## config.mk

```make
export PLATFORM = sky130hd
export DESIGN_NAME = mavlink_frame_checker_unit
export DESIGN_NICKNAME = d
export VERILOG_FILES = /design/src/rtl/mfc_pkg.sv /design/src/rtl/mfc_frame_tracker.sv /design/src/rtl/mfc_msg_table.sv /design/src/rtl/mfc_crc_eval.sv /design/src/rtl/mavlink_frame_checker_unit.sv
export VERILOG_INCLUDE_DIRS = /design/src /design/src/rtl
export SDC_FILE = /design/constraint.sdc
export NUM_CORES = 2
export LEC_CHECK = 0
export BUFFER_PORTS_ARGS = -buffer_cell sky130_fd_sc_hd__buf_2
export CORE_MARGIN = 10
export CORE_UTILIZATION = 57
export DETAILED_ROUTE_END_ITERATION = 10
export PLACE_DENSITY = 0.76
export SYNTH_ARGS = -nofsm -noshare
export SYNTH_HDL_FRONTEND = slang
export SYNTH_MEMORY_MAX_BITS = 65536
export SYNTH_SLANG_ARGS = --single-unit
```

## constraint.sdc

```tcl
create_clock -name clock -period 15.38 [get_ports clock]
set_input_delay 0 -clock clock [delete_from_list [all_inputs] [get_ports clock]]
set_output_delay 0 -clock clock [all_outputs]
set_load 0.02 [all_outputs]
```

## src/rtl/assert_macros.svh

```systemverilog
// assertion helpers included by the top rtl file
`ifndef ASSERT_MACROS_SVH
`define ASSERT_MACROS_SVH

`ifndef SYNTHESIS

// property that must hold at every clock edge outside reset
`define MFC_ASSERT(lbl, clk, rst, prop, msg) \
   lbl: assert property (@(posedge clk) disable iff (rst) prop) else $error(msg);

// consequent that must hold in the cycle after the antecedent
`define MFC_ASSERT_NEXT(lbl, clk, rst, ante, cons, msg) \
   lbl: assert property (@(posedge clk) disable iff (rst) (ante) |=> (cons)) else $error(msg);

`else

`define MFC_ASSERT(lbl, clk, rst, prop, msg)
`define MFC_ASSERT_NEXT(lbl, clk, rst, ante, cons, msg)

`endif

`endif

```

## src/rtl/mfc_pkg.sv

```systemverilog
package mfc_pkg;

   // request operation codes
   localparam logic FUNC_BYTE  = 1'b0;
   localparam logic FUNC_TABLE = 1'b1;

   // frame format constants
   localparam logic [7:0]  MAGIC_V2   = 8'hFD;
   localparam logic [8:0]  HDR_V1     = 9'd6;
   localparam logic [8:0]  HDR_V2     = 9'd10;
   localparam logic [8:0]  CRC_BYTES  = 9'd2;
   localparam logic [8:0]  SIG_BYTES  = 9'd13;
   localparam logic [8:0]  FRAME_MIN  = 9'd8;
   localparam logic [8:0]  FRAME_MAX  = 9'd280;
   localparam logic [15:0] CRC_SEED   = 16'hFFFF;
   localparam logic [15:0] CRC_POLY   = 16'h8408;
   localparam logic [23:0] MSGID_MASK = 24'hFFFFFF;

   typedef enum logic [1:0] {
      KIND_OK      = 2'd0,
      KIND_BAD_CRC = 2'd1,
      KIND_UNKNOWN = 2'd2
   } frame_kind_type;

   typedef struct packed {
      logic       func;
      logic [7:0] frame_byte;
      logic [8:0] entry_index;
      logic       entry_known;
      logic [7:0] entry_extra;
   } mfc_req_type;

   typedef struct packed {
      frame_kind_type frame_kind;
      logic           is_version2;
      logic           is_signed;
      logic [7:0]     payload_length;
      logic [7:0]     sequence_res;
      logic [7:0]     system_id;
      logic [7:0]     component_id;
      logic [23:0]    message_id;
      logic [7:0]     crc_extra;
      logic           extra_valid;
      logic [8:0]     frame_size;
   } mfc_rsp_type;

   // header fields gathered while the frame streams in
   typedef struct packed {
      logic [23:0] msg_id;
      logic [7:0]  comp;
      logic [7:0]  sys;
      logic [7:0]  seq;
      logic [7:0]  len;
   } mfc_hdr_type;

   // one message table entry
   typedef struct packed {
      logic       known;
      logic [7:0] extra;
   } mfc_entry_type;

   // summary of a finished frame handed to the check stage
   typedef struct packed {
      logic [15:0] crc_running;
      logic [15:0] crc_received;
      mfc_hdr_type hdr;
      logic        version2;
      logic        signed_flag;
      logic [8:0]  frame_total;
   } mfc_done_type;

   // reflected crc-16 update by one byte
   function automatic logic [15:0] crc_byte(input logic [15:0] crc, input logic [7:0] b);
      logic [15:0] v;
      v = {8'h00, crc[7:0] ^ b};
      for (int i = 0; i < 8; i++) begin
         v = v[0] ? ((v >> 1) ^ CRC_POLY) : (v >> 1);
      end
      return {8'h00, crc[15:8]} ^ v;
   endfunction

endpackage

```

## src/rtl/mfc_frame_tracker.sv

```systemverilog
module mfc_frame_tracker
   import mfc_pkg::*;
(
   input  logic         clock,
   input  logic         reset,
   input  logic         byte_en,
   input  logic [7:0]   byte_in,
   output logic         idle,
   output mfc_hdr_type  hdr,
   output logic         done,
   output mfc_done_type done_info
);

   logic [8:0]  pos_ff, pos_in;
   logic [8:0]  total_ff, total_in;
   logic [15:0] crc_ff, crc_in;
   logic [15:0] rcv_ff, rcv_in;
   logic        v2_ff, v2_in;
   logic        sgn_ff, sgn_in;
   mfc_hdr_type hdr_ff, hdr_in;

   logic [8:0]  hsz;
   logic [8:0]  len9;
   logic [8:0]  crc_pos;
   logic [9:0]  next_pos;

   // per-byte state update
   always_comb begin
      pos_in   = pos_ff;
      total_in = total_ff;
      crc_in   = crc_ff;
      rcv_in   = rcv_ff;
      v2_in    = v2_ff;
      sgn_in   = sgn_ff;
      hdr_in   = hdr_ff;
      done     = 1'b0;
      hsz      = v2_ff ? HDR_V2 : HDR_V1;
      len9     = (pos_ff == 9'd1) ? {1'b0, byte_in} : {1'b0, hdr_ff.len};
      crc_pos  = hsz + len9;
      next_pos = {1'b0, pos_ff} + 10'd1;
      if (byte_en) begin
         if (pos_ff == 9'd0) begin
            // start of frame
            v2_in    = (byte_in == MAGIC_V2);
            sgn_in   = 1'b0;
            crc_in   = CRC_SEED;
            rcv_in   = 16'h0000;
            hdr_in   = '0;
            total_in = 9'd0;
            pos_in   = 9'd1;
         end else begin
            if (pos_ff == 9'd1) begin
               hdr_in.len = byte_in;
               total_in   = crc_pos + CRC_BYTES;
            end
            if (pos_ff < crc_pos) begin
               crc_in = crc_byte(crc_ff, byte_in);
               if (v2_ff) begin
                  case (pos_ff)
                     9'd2: begin
                        if (byte_in[0]) begin
                           sgn_in   = 1'b1;
                           total_in = total_in + SIG_BYTES;
                        end
                     end
                     9'd4: hdr_in.seq = byte_in;
                     9'd5: hdr_in.sys = byte_in;
                     9'd6: hdr_in.comp = byte_in;
                     9'd7: hdr_in.msg_id[7:0] = byte_in;
                     9'd8: hdr_in.msg_id[15:8] = byte_in;
                     9'd9: hdr_in.msg_id[23:16] = byte_in;
                     default: ;
                  endcase
               end else begin
                  case (pos_ff)
                     9'd2: hdr_in.seq = byte_in;
                     9'd3: hdr_in.sys = byte_in;
                     9'd4: hdr_in.comp = byte_in;
                     9'd5: hdr_in.msg_id[7:0] = byte_in;
                     default: ;
                  endcase
               end
            end else if (pos_ff == crc_pos) begin
               rcv_in = {8'h00, byte_in};
            end else if (pos_ff == crc_pos + 9'd1) begin
               rcv_in = {byte_in, rcv_ff[7:0]};
            end
            // end of frame detection
            if (next_pos < {1'b0, total_in}) begin
               pos_in = next_pos[8:0];
            end else begin
               pos_in = 9'd0;
               done   = 1'b1;
            end
         end
      end
   end

   always_ff @(posedge clock) begin
      if (reset) begin
         pos_ff   <= 9'd0;
         total_ff <= 9'd0;
         crc_ff   <= CRC_SEED;
         rcv_ff   <= 16'h0000;
         v2_ff    <= 1'b0;
         sgn_ff   <= 1'b0;
         hdr_ff   <= '0;
      end else begin
         pos_ff   <= pos_in;
         total_ff <= total_in;
         crc_ff   <= crc_in;
         rcv_ff   <= rcv_in;
         v2_ff    <= v2_in;
         sgn_ff   <= sgn_in;
         hdr_ff   <= hdr_in;
      end
   end

   // frame summary from the updated values
   always_comb begin
      done_info.crc_running  = crc_in;
      done_info.crc_received = rcv_in;
      done_info.hdr          = hdr_in;
      done_info.version2     = v2_ff;
      done_info.signed_flag  = sgn_in;
      done_info.frame_total  = total_in;
   end

   assign idle = (pos_ff == 9'd0);
   assign hdr  = hdr_ff;

endmodule

```

## src/rtl/mfc_msg_table.sv

```systemverilog
module mfc_msg_table
   import mfc_pkg::*;
#(
   parameter int TABLE_DEPTH = 512
) (
   input  logic          clock,
   input  logic          reset,
   input  logic          wr_en,
   input  logic [8:0]    wr_index,
   input  mfc_entry_type wr_entry,
   input  logic [23:0]   rd_id,
   output logic          busy,
   output mfc_entry_type rd_entry
);

   localparam int AW = $clog2(TABLE_DEPTH);

   mfc_entry_type mem [TABLE_DEPTH];

   logic          clr_busy_ff, clr_busy_in;
   logic [AW-1:0] clr_addr_ff, clr_addr_in;
   mfc_entry_type rd_q_ff;
   logic          rd_range_ff;

   logic          mem_we;
   logic [AW-1:0] mem_waddr;
   mfc_entry_type mem_wdata;
   logic          wr_in_range;

   // clearing pass after reset, one entry a cycle
   always_comb begin
      clr_busy_in = clr_busy_ff;
      clr_addr_in = clr_addr_ff;
      if (clr_busy_ff) begin
         if (clr_addr_ff == AW'(TABLE_DEPTH - 1)) begin
            clr_busy_in = 1'b0;
         end else begin
            clr_addr_in = clr_addr_ff + 1'b1;
         end
      end
   end

   always_ff @(posedge clock) begin
      if (reset) begin
         clr_busy_ff <= 1'b1;
         clr_addr_ff <= '0;
      end else begin
         clr_busy_ff <= clr_busy_in;
         clr_addr_ff <= clr_addr_in;
      end
   end

   // write port shared by clearing pass and entry loads
   always_comb begin
      wr_in_range = (32'(wr_index) < 32'(TABLE_DEPTH));
      if (clr_busy_ff) begin
         mem_we    = 1'b1;
         mem_waddr = clr_addr_ff;
         mem_wdata = '0;
      end else begin
         mem_we    = wr_en && wr_in_range;
         mem_waddr = AW'(wr_index);
         mem_wdata = wr_entry;
      end
   end

   always_ff @(posedge clock) begin
      if (mem_we) begin
         mem[mem_waddr] <= mem_wdata;
      end
      rd_q_ff     <= mem[rd_id[AW-1:0]];
      rd_range_ff <= (rd_id < 24'(TABLE_DEPTH));
   end

   // ids beyond the table read as unknown
   always_comb begin
      rd_entry.known = rd_range_ff && rd_q_ff.known;
      rd_entry.extra = rd_range_ff ? rd_q_ff.extra : 8'h00;
   end

   assign busy = clr_busy_ff;

endmodule

```

## src/rtl/mfc_crc_eval.sv

```systemverilog
module mfc_crc_eval
   import mfc_pkg::*;
(
   input  logic          clock,
   input  logic          reset,
   input  logic          load,
   input  mfc_done_type  done_info,
   input  mfc_entry_type entry,
   output logic          can_load,
   output logic          rsp_valid,
   input  logic          rsp_ready,
   output mfc_rsp_type   rsp_data
);

   logic          ev_valid_ff, ev_valid_in;
   mfc_done_type  ev_info_ff;
   mfc_entry_type ev_entry_ff;
   logic          out_valid_ff, out_valid_in;
   mfc_rsp_type   out_ff, out_in;

   logic          out_free;
   logic          ev_adv;
   logic [15:0]   crc_fold;
   logic [15:0]   mixed;
   logic [7:0]    hi;
   logic [7:0]    x;
   logic [7:0]    lo;

   // stage flow control
   assign out_free = !out_valid_ff || rsp_ready;
   assign ev_adv   = ev_valid_ff && out_free;
   assign can_load = !ev_valid_ff || out_free;

   always_comb begin
      ev_valid_in = ev_valid_ff;
      if (load) begin
         ev_valid_in = 1'b1;
      end else if (ev_adv) begin
         ev_valid_in = 1'b0;
      end
      out_valid_in = out_valid_ff;
      if (ev_adv) begin
         out_valid_in = 1'b1;
      end else if (rsp_ready) begin
         out_valid_in = 1'b0;
      end
   end

   // crc check against table extra, or solve for the extra
   always_comb begin
      crc_fold = crc_byte(ev_info_ff.crc_running, ev_entry_ff.extra);
      mixed    = ev_info_ff.crc_received ^ {8'h00, ev_info_ff.crc_running[15:8]};
      hi       = mixed[15:8];
      x        = hi ^ {5'b00000, hi[7:5]};
      lo       = {x[4:0], 3'b000} ^ {4'h0, x[7:4]};

      out_in.is_version2    = ev_info_ff.version2;
      out_in.is_signed      = ev_info_ff.version2 && ev_info_ff.signed_flag;
      out_in.payload_length = ev_info_ff.hdr.len;
      out_in.sequence_res   = ev_info_ff.hdr.seq;
      out_in.system_id      = ev_info_ff.hdr.sys;
      out_in.component_id   = ev_info_ff.hdr.comp;
      out_in.message_id     = ev_info_ff.hdr.msg_id & MSGID_MASK;
      out_in.frame_size     = ev_info_ff.frame_total;

      if (ev_entry_ff.known) begin
         out_in.frame_kind  = (crc_fold == ev_info_ff.crc_received) ? KIND_OK : KIND_BAD_CRC;
         out_in.crc_extra   = ev_entry_ff.extra;
         out_in.extra_valid = 1'b1;
      end else if (lo == mixed[7:0]) begin
         out_in.frame_kind  = KIND_UNKNOWN;
         out_in.crc_extra   = x ^ {x[3:0], 4'h0} ^ ev_info_ff.crc_running[7:0];
         out_in.extra_valid = 1'b1;
      end else begin
         out_in.frame_kind  = KIND_BAD_CRC;
         out_in.crc_extra   = 8'h00;
         out_in.extra_valid = 1'b0;
      end
   end

   always_ff @(posedge clock) begin
      if (reset) begin
         ev_valid_ff  <= 1'b0;
         out_valid_ff <= 1'b0;
      end else begin
         ev_valid_ff  <= ev_valid_in;
         out_valid_ff <= out_valid_in;
      end
   end

   // payload registers
   always_ff @(posedge clock) begin
      if (load) begin
         ev_info_ff  <= done_info;
         ev_entry_ff <= entry;
      end
      if (ev_adv) begin
         out_ff <= out_in;
      end
   end

   assign rsp_valid = out_valid_ff;
   assign rsp_data  = out_ff;

endmodule

```

## src/rtl/mavlink_frame_checker_unit.sv

```systemverilog
// frame checker: one frame byte or table write per cycle, back to back while req_ready is high
// result path: the frame summary passes the eval register, then the output register, before rsp_valid
// throughput: one transaction per cycle while req_ready is high, set by the byte-wide crc update
// reset: synchronous, active high; clears frame state and result stages
// after reset the message table is cleared one entry a cycle, all TABLE_DEPTH
// entries (512 by default), with req_ready low until the clearing pass ends
module mavlink_frame_checker_unit
   import mfc_pkg::*;
#(
   parameter int TABLE_DEPTH = 512
) (
   input  logic        clock,
   input  logic        reset,
   input  logic        req_valid,
   output logic        req_ready,
   input  mfc_req_type req_data,
   output logic        rsp_valid,
   input  logic        rsp_ready,
   output mfc_rsp_type rsp_data
);

`include "assert_macros.svh"

   logic          req_fire;
   logic          byte_en;
   logic          tbl_wr;
   logic          trk_idle;
   mfc_hdr_type   trk_hdr;
   logic          frame_done;
   mfc_done_type  done_info;
   logic          tbl_busy;
   mfc_entry_type wr_entry;
   mfc_entry_type rd_entry;
   logic          can_load;
   logic          size_ok;
   logic          kind_ok;

   // request transaction steering
   assign req_ready = !tbl_busy && can_load;
   assign req_fire  = req_valid && req_ready;
   assign byte_en   = req_fire && (req_data.func == FUNC_BYTE);
   assign tbl_wr    = req_fire && (req_data.func == FUNC_TABLE) && trk_idle;

   assign wr_entry.known = req_data.entry_known;
   assign wr_entry.extra = req_data.entry_extra;

   mfc_frame_tracker u_tracker (
      .clock     (clock),
      .reset     (reset),
      .byte_en   (byte_en),
      .byte_in   (req_data.frame_byte),
      .idle      (trk_idle),
      .hdr       (trk_hdr),
      .done      (frame_done),
      .done_info (done_info)
   );

   mfc_msg_table #(
      .TABLE_DEPTH (TABLE_DEPTH)
   ) u_table (
      .clock    (clock),
      .reset    (reset),
      .wr_en    (tbl_wr),
      .wr_index (req_data.entry_index),
      .wr_entry (wr_entry),
      .rd_id    (trk_hdr.msg_id),
      .busy     (tbl_busy),
      .rd_entry (rd_entry)
   );

   mfc_crc_eval u_eval (
      .clock     (clock),
      .reset     (reset),
      .load      (frame_done),
      .done_info (done_info),
      .entry     (rd_entry),
      .can_load  (can_load),
      .rsp_valid (rsp_valid),
      .rsp_ready (rsp_ready),
      .rsp_data  (rsp_data)
   );

   // checks
   assign size_ok = (rsp_data.frame_size >= FRAME_MIN) && (rsp_data.frame_size <= FRAME_MAX);
   assign kind_ok = rsp_data.extra_valid || (rsp_data.frame_kind == KIND_BAD_CRC);

   `MFC_ASSERT_NEXT(a_clear_once, clock, reset, !tbl_busy, !tbl_busy, "table clear restarted")
   `MFC_ASSERT(a_size_range, clock, reset, rsp_valid |-> size_ok, "frame size out of range")
   `MFC_ASSERT(a_no_extra_bad, clock, reset, rsp_valid |-> kind_ok, "extra missing, crc not bad")

endmodule

```

### Yosys cells after proc, flatten, opt, wreduce, memory -nomap -nowiden

Memory sizes are Yosys's and may differ from the RTL's. A register that Yosys moved wholly into a read port is not among the register bits.
Cells that the tools add are included.

| cells by class | value |
|---|---|
| multipliers | 0 |
| add/subtract/negate cells | 6 |
| div/mod/pow operators | 0 |
| reduce and logical (&&, ||, !) cells | 18 |
| bitwise operators | 27 |
| equal/unequal tests | 15 |
| muxes and demuxes | 80 |
| shifts and indexed selects | 0 |
| order comparisons | 3 |

Operators by type and width:

| cell | count |
|---|---|
| 16-bit 2-to-1 mux | 25 |
| 9-bit 2-to-1 mux | 17 |
| 56-bit 2-to-1 mux | 2 |
| 8-bit 2-to-1 mux | 12 |
| 48-bit 2-to-1 mux | 1 |
| 2-bit inverter with 3-bit output | 14 |
| 9-bit by 3-bit == test with 1-bit output (second input constant) | 4 |
| 32-bit 2-to-1 mux | 1 |
| 8-bit by 16-bit bitwise XOR with 16-bit output | 2 |
| 8-bit bitwise XOR | 4 |
| 24-bit by 10-bit < comparator with 1-bit output (second input constant) | 1 |
| 1-bit 2-to-1 mux | 19 |
| 9-bit by 1-bit adder with 9-bit output (second input constant) | 2 |
| 9-bit by 2-bit == test with 1-bit output (second input constant) | 2 |
| 9-bit by 4-bit == test with 1-bit output (second input constant) | 2 |
| 9-bit == test | 2 |
| 16-bit == test | 1 |
| 16-bit by 8-bit bitwise XOR with 16-bit output | 1 |
| 9-bit by 1-bit adder with 10-bit output (second input constant) | 1 |
| 10-bit by 9-bit < comparator with 1-bit output | 1 |
| 9-bit by 2-bit adder with 9-bit output (second input constant) | 1 |
| 9-bit by 4-bit adder with 9-bit output (second input constant) | 1 |
| 9-bit adder | 1 |
| 9-bit by 1-bit == test with 1-bit output (second input constant) | 1 |
| other kinds (16) | 31 |

| storage, ports and cells | value |
|---|---|
| ROM bits | 0 |
| output and inout bits | 80 |
| bits in latches | 0 |
| register bits after elaboration | 307 |
| memories | 1 |
| bits of input ports | 31 |
| bits in writable memories | 4608 |
| word-level logic and storage cells | 189 |

Memory list:

| name | words | width | read ports | clocked after Yosys merged registers in | wr ports | line | text |
|---|---|---|---|---|---|---|---|
| u_table.mem | 512 | 9 | 1 | 1 | 1 | mfc_msg_table.sv:18 | `mfc_entry_type mem [TABLE_DEPTH];` |

### Logic depth before layout (Yosys ltp)

| depth | value |
|---|---|
| depth in word-level cells | 21 |
| gate-level depth with buffers | 32 |
| mapped depth without buffers | 30 |

### Cells and area by module

A second synthesis with hierarchy kept.

| second synthesis, totals | value |
|---|---|
| cell total of the unflattened synthesis | 10301 |
| area total of the unflattened synthesis | 195150.9 µm² |

By module, submodules not included:

| module | sequential area each (µm²) | cells each | area an instance (µm²) | instances |
|---|---|---|---|---|
| mfc_msg_table | 138773.1 | 9269 | 182337.4 | 1 |
| mfc_crc_eval | 5625.4 | 289 | 6396.1 | 1 |
| mfc_frame_tracker | 2162.1 | 740 | 6384.9 | 1 |
| mavlink_frame_checker_unit | 0.0 | 3 | 32.5 | 1 |

### Worst setup path after synthesis

OpenSTA, ideal clock, no wires.

| timing path | value |
|---|---|
| path kind | register -> register |
| start | register u_table.clr_busy_ff, in the netlist u_table.busy |
| end | memory u_table.mem[0][0] (netlist name) (data pin) |
| buffers on the path | 3 |
| setup slack | -0.640 ns |
| data required time | 12.691 ns |
| setup time | 2.689 ns |
| cell stages (with the launch flop) | 5 |
| period minus slack after synthesis | 16.020 ns |
| arrival time | 13.331 ns |
| cells stage by stage | dfxtp_1 -> clkbuf_1 -> clkbuf_1 -> clkbuf_1 -> nor2b_1 |

RTL lines:

| element | line | text |
|---|---|---|
| from (decl) | mfc_msg_table.sv:20 | `logic clr_busy_ff, clr_busy_in;` |
| from (signal assigned) | mfc_msg_table.sv:48 | `clr_busy_ff <= clr_busy_in;` |
| to (decl) | mfc_msg_table.sv:18 |  |

### Worst setup path in the final report

| timing path | value |
|---|---|
| start | register u_tracker.pos_ff[1] |
| end | register u_eval.ev_info_ff[76] (netlist name), enable pin |

| between the ends | value |
|---|---|
| longest elaborated chain between the ends | 18 |
| elaborated cells between the ends (all ways) | 22 |
| those cells by class | add/sub (4); order compare (2); eq/ne (2); mux (13); reduce/logical (1) |

Ends and longest elaborated chain:

| element | line | text |
|---|---|---|
| from (decl) | mfc_frame_tracker.sv:14 | `logic [8:0] pos_ff, pos_in;` |
| from (signal assigned) | mfc_frame_tracker.sv:109 | `pos_ff <= pos_in;` |
| 9-bit by 1-bit == test with 1-bit output | mfc_frame_tracker.sv:38, mfc_frame_tracker.sv:52 |  |
| 8-bit 2-to-1 mux | mfc_frame_tracker.sv:38 | `len9 = (pos_ff == 9'd1) ? {1'b0, byte_in} : {1'b0, hdr_ff.len};` |
| 9-bit adder | mfc_frame_tracker.sv:39 | `crc_pos = hsz + len9;` |
| 9-bit by 2-bit adder with 9-bit output | mfc_frame_tracker.sv:54 | `total_in = crc_pos + CRC_BYTES;` |
| 9-bit 2-to-1 mux | mfc_frame_tracker.sv:52 | `if (pos_ff == 9'd1) begin` |
| 9-bit 2-to-1 mux | mfc_frame_tracker.sv:42 | `if (pos_ff == 9'd0) begin` |
| 9-bit 2-to-1 mux | mfc_frame_tracker.sv:41 | `if (byte_en) begin` |
| 9-bit by 4-bit adder with 9-bit output | mfc_frame_tracker.sv:63 | `total_in = total_in + SIG_BYTES;` |
| [... 3 more ...] | n/a |  |
| 9-bit 2-to-1 mux | mfc_frame_tracker.sv:56 | `if (pos_ff < crc_pos) begin` |
| 9-bit 2-to-1 mux | mfc_frame_tracker.sv:42 |  |
| 9-bit 2-to-1 mux | mfc_frame_tracker.sv:41 |  |
| 10-bit by 9-bit < comparator with 1-bit output | mfc_frame_tracker.sv:89 | `if (next_pos < {1'b0, total_in}) begin` |
| 1-bit 2-to-1 mux | mfc_frame_tracker.sv:89 |  |
| 1-bit 2-to-1 mux (*) | mfc_frame_tracker.sv:42 |  |
| 1-bit 2-to-1 mux (*) | mfc_frame_tracker.sv:41 |  |
| net frame_done | mavlink_frame_checker_unit.sv:29 | `logic frame_done;` |
| to (signal assigned) | mfc_crc_eval.sv:94 | `ev_info_ff <= done_info;` |
| to (decl) | mfc_crc_eval.sv:16 | `mfc_done_type ev_info_ff;` |

Mark *: on every way through the listed nets, which the timed path passes. The rest lies on a longest branch. The select of a mux whose other input is x is not followed.
A chain may end at the register's enable or synchronous reset.

==> qor.csv <==
stage,metric,value,unit
cts,worst-skew pair later-pin latency,1000,ps
yosys,post-synth top area cell,edfxtp_1,
floorplan,Starting Density,57.25,%
critical_path,WP data arrival,9770,ps
layout,NumNets Final,8734,
power_and_ir_drop,Reg power frac,55.8,%
power_and_ir_drop,combinational share of power,0.6,%
yosys,largest family of logic cells by synthesized area,multiplexers,
cts,Resize count post-CTS,0,
yosys,post-synthesis xor/xnor area fraction,0.5329,%
yosys,share of the synthesized area in the top cell type,75.42,%
critical_path,"most used cell, CP",nand2_1,
cts,Root Driver,clkbuf_16,
yosys,multiplexer share of the synthesized area,18.22,%
cts,Hold Buf Count CTS,32,
yosys,Synth Area in Compound Gates,0.8213,%
layout,final core utilization,63.50,%
yosys,fraction of registers with async set/reset,0,%
cts,CTS tree,yes,
yosys,Adder-Cell Fraction of Synth Area,0.1940,%
detailed_routing,Initial DRC Count,13215,
place,port buffer count,110,
cts,Num CTS Buffers,458,
critical_path,"slowest stage delay, CP",720,ps
cts,Post-CTS Setup Inserts,0,
place,Placed Area,196500,um^2
timing,pin slew with the least headroom to its limit,1425,ps
global_routing,wire length of the first global-routing pass,687.2,mm
place,GPL Wtd Cong,0.8664,
power_and_ir_drop,pwr dens,122.7,nW/um^2
timing,Worst Clk Skew,57.22,ps
timing,final hold slack,32.64,ps
cts,H-tree levels,5,
critical_path,nature of the critical path endpoint,flop,
detailed_routing,"antenna viol nets, final",0,
detailed_routing,Remaining DRCs,0,
place,hpwl dp,257.5,mm
detailed_routing,drt total wl,472.0,mm
yosys,Synth Area in Simple Gates,2.356,%
global_routing,Overflow after GRT,0,
power_and_ir_drop,sw frac,19.55,%
layout,layout cells sized above 1,27.30,%
floorplan,Die ar.,358400,um^2
layout,filler cell count,20616,
critical_path,CP Class,flop to flop,
detailed_routing,via total after detailed routing,92368,
power_and_ir_drop,Int Pwr,0.02089,W
power_and_ir_drop,P_sw,0.005076,W
timing,# setup viols final,0,
timing,worst setup margin,6220,ps
layout,Final Cell Area,211700,um^2
floorplan,Die Ht,598.7,um
outcome,status,finished clean,
global_routing,GRT Total Usage,26.18,%
power_and_ir_drop,worst vdd ir,0.0001301,V
timing,Final Max Tran Viols,0,
timing,"Period Utilization, post-route",59.56,%
flow_run,Max Cap Viol,0,
yosys,Mapped Cells,8433,
floorplan,Cell Rows,212,
timing,RSZ-0062 raised after global routing,no,
timing,minimum clock period after layout,9160,ps
cts,Clock Path Buffers,4,
detailed_routing,via density per instance,6.852,
place,"worst slack, placed",6492,ps
power_and_ir_drop,Static Leak,64.36,nW
detailed_routing,DR pass1 iterations,6,
yosys,"EDFF count, synth",4794,
yosys,synth unique cells,88,
yosys,sequential area share after synthesis,76.78,%
global_routing,initial antenna violation count,36,
timing,Max-slew headroom,4.985,%
critical_path,Critical Path Fanout Max,56,
detailed_routing,Avg WL per Cell,35.01,um
global_routing,largest net degree at the start of global routing,226,
floorplan,Ports,111,
yosys,Main synth FF type,edfxtp_1,
min_path,Hold Path Class,input port to flop,
floorplan,Core Area,333400,um^2
yosys,cell area after synthesis,190900,um^2
timing,achievable clock frequency,109.2,MHz
cts,Sink Count,4924,
critical_path,CP max-delay cell,buf_4,
critical_path,Startpoint Class,flop,
yosys,ranking of synthesized cells by area,"edfxtp_1 (75%), mux4_2 (18%), dfxtp_1 (1.4%), nor2_1 (1.2%), clkbuf_1 (0.62%)",
yosys,syn_nets,8493,
global_routing,vias in the first global route,93047,
timing,endpoints failing hold,0,
yosys,yosys warns,0,
yosys,"Avg Cell Area, Syn",22.63,um^2
layout,Syn-to-layout area delta,10.92,%
floorplan,Die X,598.7,um
critical_path,data required time of the worst path,15990,ps
cts,clk slew on worst S/H paths,60,ps
yosys,Synth Register Bits,4924,
power_and_ir_drop,part of the power in the clock network,43.6,%
==> Yosys cell counts (25+ instances only) <==
master,instances
a21oi_1,27
a22o_1,27
and2_1,61
buf_1,134
buf_2,34
clkbuf_1,314
dfxtp_1,130
edfxtp_1,4794
ha_1,28
inv_1,25
mux2i_1,47
mux4_2,1512
nand2_1,168
nand3_1,59
nor2_1,621
nor3_1,35
o21ai_0,47
xnor2_1,69
xor2_1,44
==> per-stage QoR <==
stage               total power, W  TNS (ps)  cells
floorplan                  0.01484  -2949420   8433
global placement           0.01492         0  12569
detailed placement         0.01492         0  12569
CTS                        0.02604         0  13456
global route               0.02653         0  13466
finish                     0.02597         0  13480
==> routing by layer <==
layer	up-vias	global-route usage (%)	wire (um)
met1	48905	36.38	170400
met4	24	9.942	19560
met5	-	0	176
li1	35954	-	-
met3	1016	5.597	49820
met2	6469	41.60	232000
==> power groups by stage <==
stage	logic [W]	clock network [W]	registers [W]
floorplan	0.0000520	0	0.0148
global placement	0.000132	0	0.0148
detailed placement	0.000134	0	0.0148
CTS	0.000141	0.0114	0.0145
global route	0.000145	0.0119	0.0145
finish	0.000145	0.0113	0.0145
==> cell families after synthesis <==
group / after synthesis
muxes: 1582
xor gates and xnor gates: 114
adders and majority gates: 29
AOI/OAI and AO/OA: 224
and+or+nand+nor: 1038
buffers and inverters: 522
DFF: 4924
==> registers in the layout, indices dropped and copies added, names as in the netlist <==
register	flops
u_eval.ev_entry_ff	9
u_eval.ev_info_ff	99
u_eval.ev_valid_ff	1
u_eval.rsp_data	78
u_eval.rsp_valid	1
u_table.busy	1
u_table.clr_addr_ff	9
u_table.mem	4608
u_table.rd_q_ff	9
u_table.rd_range_ff	1
u_tracker.crc_ff	16
u_tracker.hdr	56
u_tracker.pos_ff	9
u_tracker.rcv_ff	16
u_tracker.sgn_ff	1
u_tracker.total_ff	9
u_tracker.v2_ff	1
==> path summary, 6_finish.rpt <==
kind | from | endpoint | slack (ps) | cells past startpoint
setup / recovery | u_tracker.pos_ff[1] | u_eval.ev_info_ff[76] | 6220 | 29
hold / removal | req_data[0] | u_table.mem[351][0] | 30 | 3
setup reg to reg | u_tracker.pos_ff[1] | u_eval.ev_info_ff[76] | 6220 | 29
hold reg to reg | u_eval.ev_info_ff[7] | u_eval.rsp_data[7] | 420 | 0
==> critical path: cells and delay by family (launching register included) <==
kind	cells	cell delay [ps]
xor gates and xnor gates	2	400
buffers and inverters	4	1470
adders and majority gates	4	1450
muxes	1	350
and+or+nand+nor	10	2810
DFF	1	420
AOI/OAI and AO/OA	8	1770
==> area by class of cell <==
type,count,area (um^2),share of cell area (%)
diodes,24,60.06,0.02837
clock buffers,582,12120,5.726
multi-input cells,2987,42510,20.08
repair buffers,275,2120,1.001
well taps,4387,5489,2.593
inverters,28,107.6,0.05082
flip-flops and latches,4924,146600,69.24
clock inverters,273,2725,1.287
==> cell usage in the layout (no fill, tap or decap), types with 12 or more instances in the layout <==
cell type and n:
a21oi_1 27, a22o_1 26, a31oi_1 13, a32o_1 23
and2_1 61, buf_12 20, buf_2 110, buf_4 113
bufinv_16 47, clkbuf_1 110, clkbuf_16 463, clkinv_1 112
clkinv_2 71, dfxtp_1 122, diode_2 24, dlygate4sd3_1 32
edfxtp_1 4794, ha_1 28, inv_1 24, mux2_2 22
mux2i_1 47, mux4_2 1512, nand2_1 164, nand3_1 47
nand3_4 12, nor2_1 620, nor3_1 34, o21ai_0 47
o21ai_1 16, o31ai_1 12, xnor2_1 69, xor2_1 44
Power figures use the tool's default switching activity.
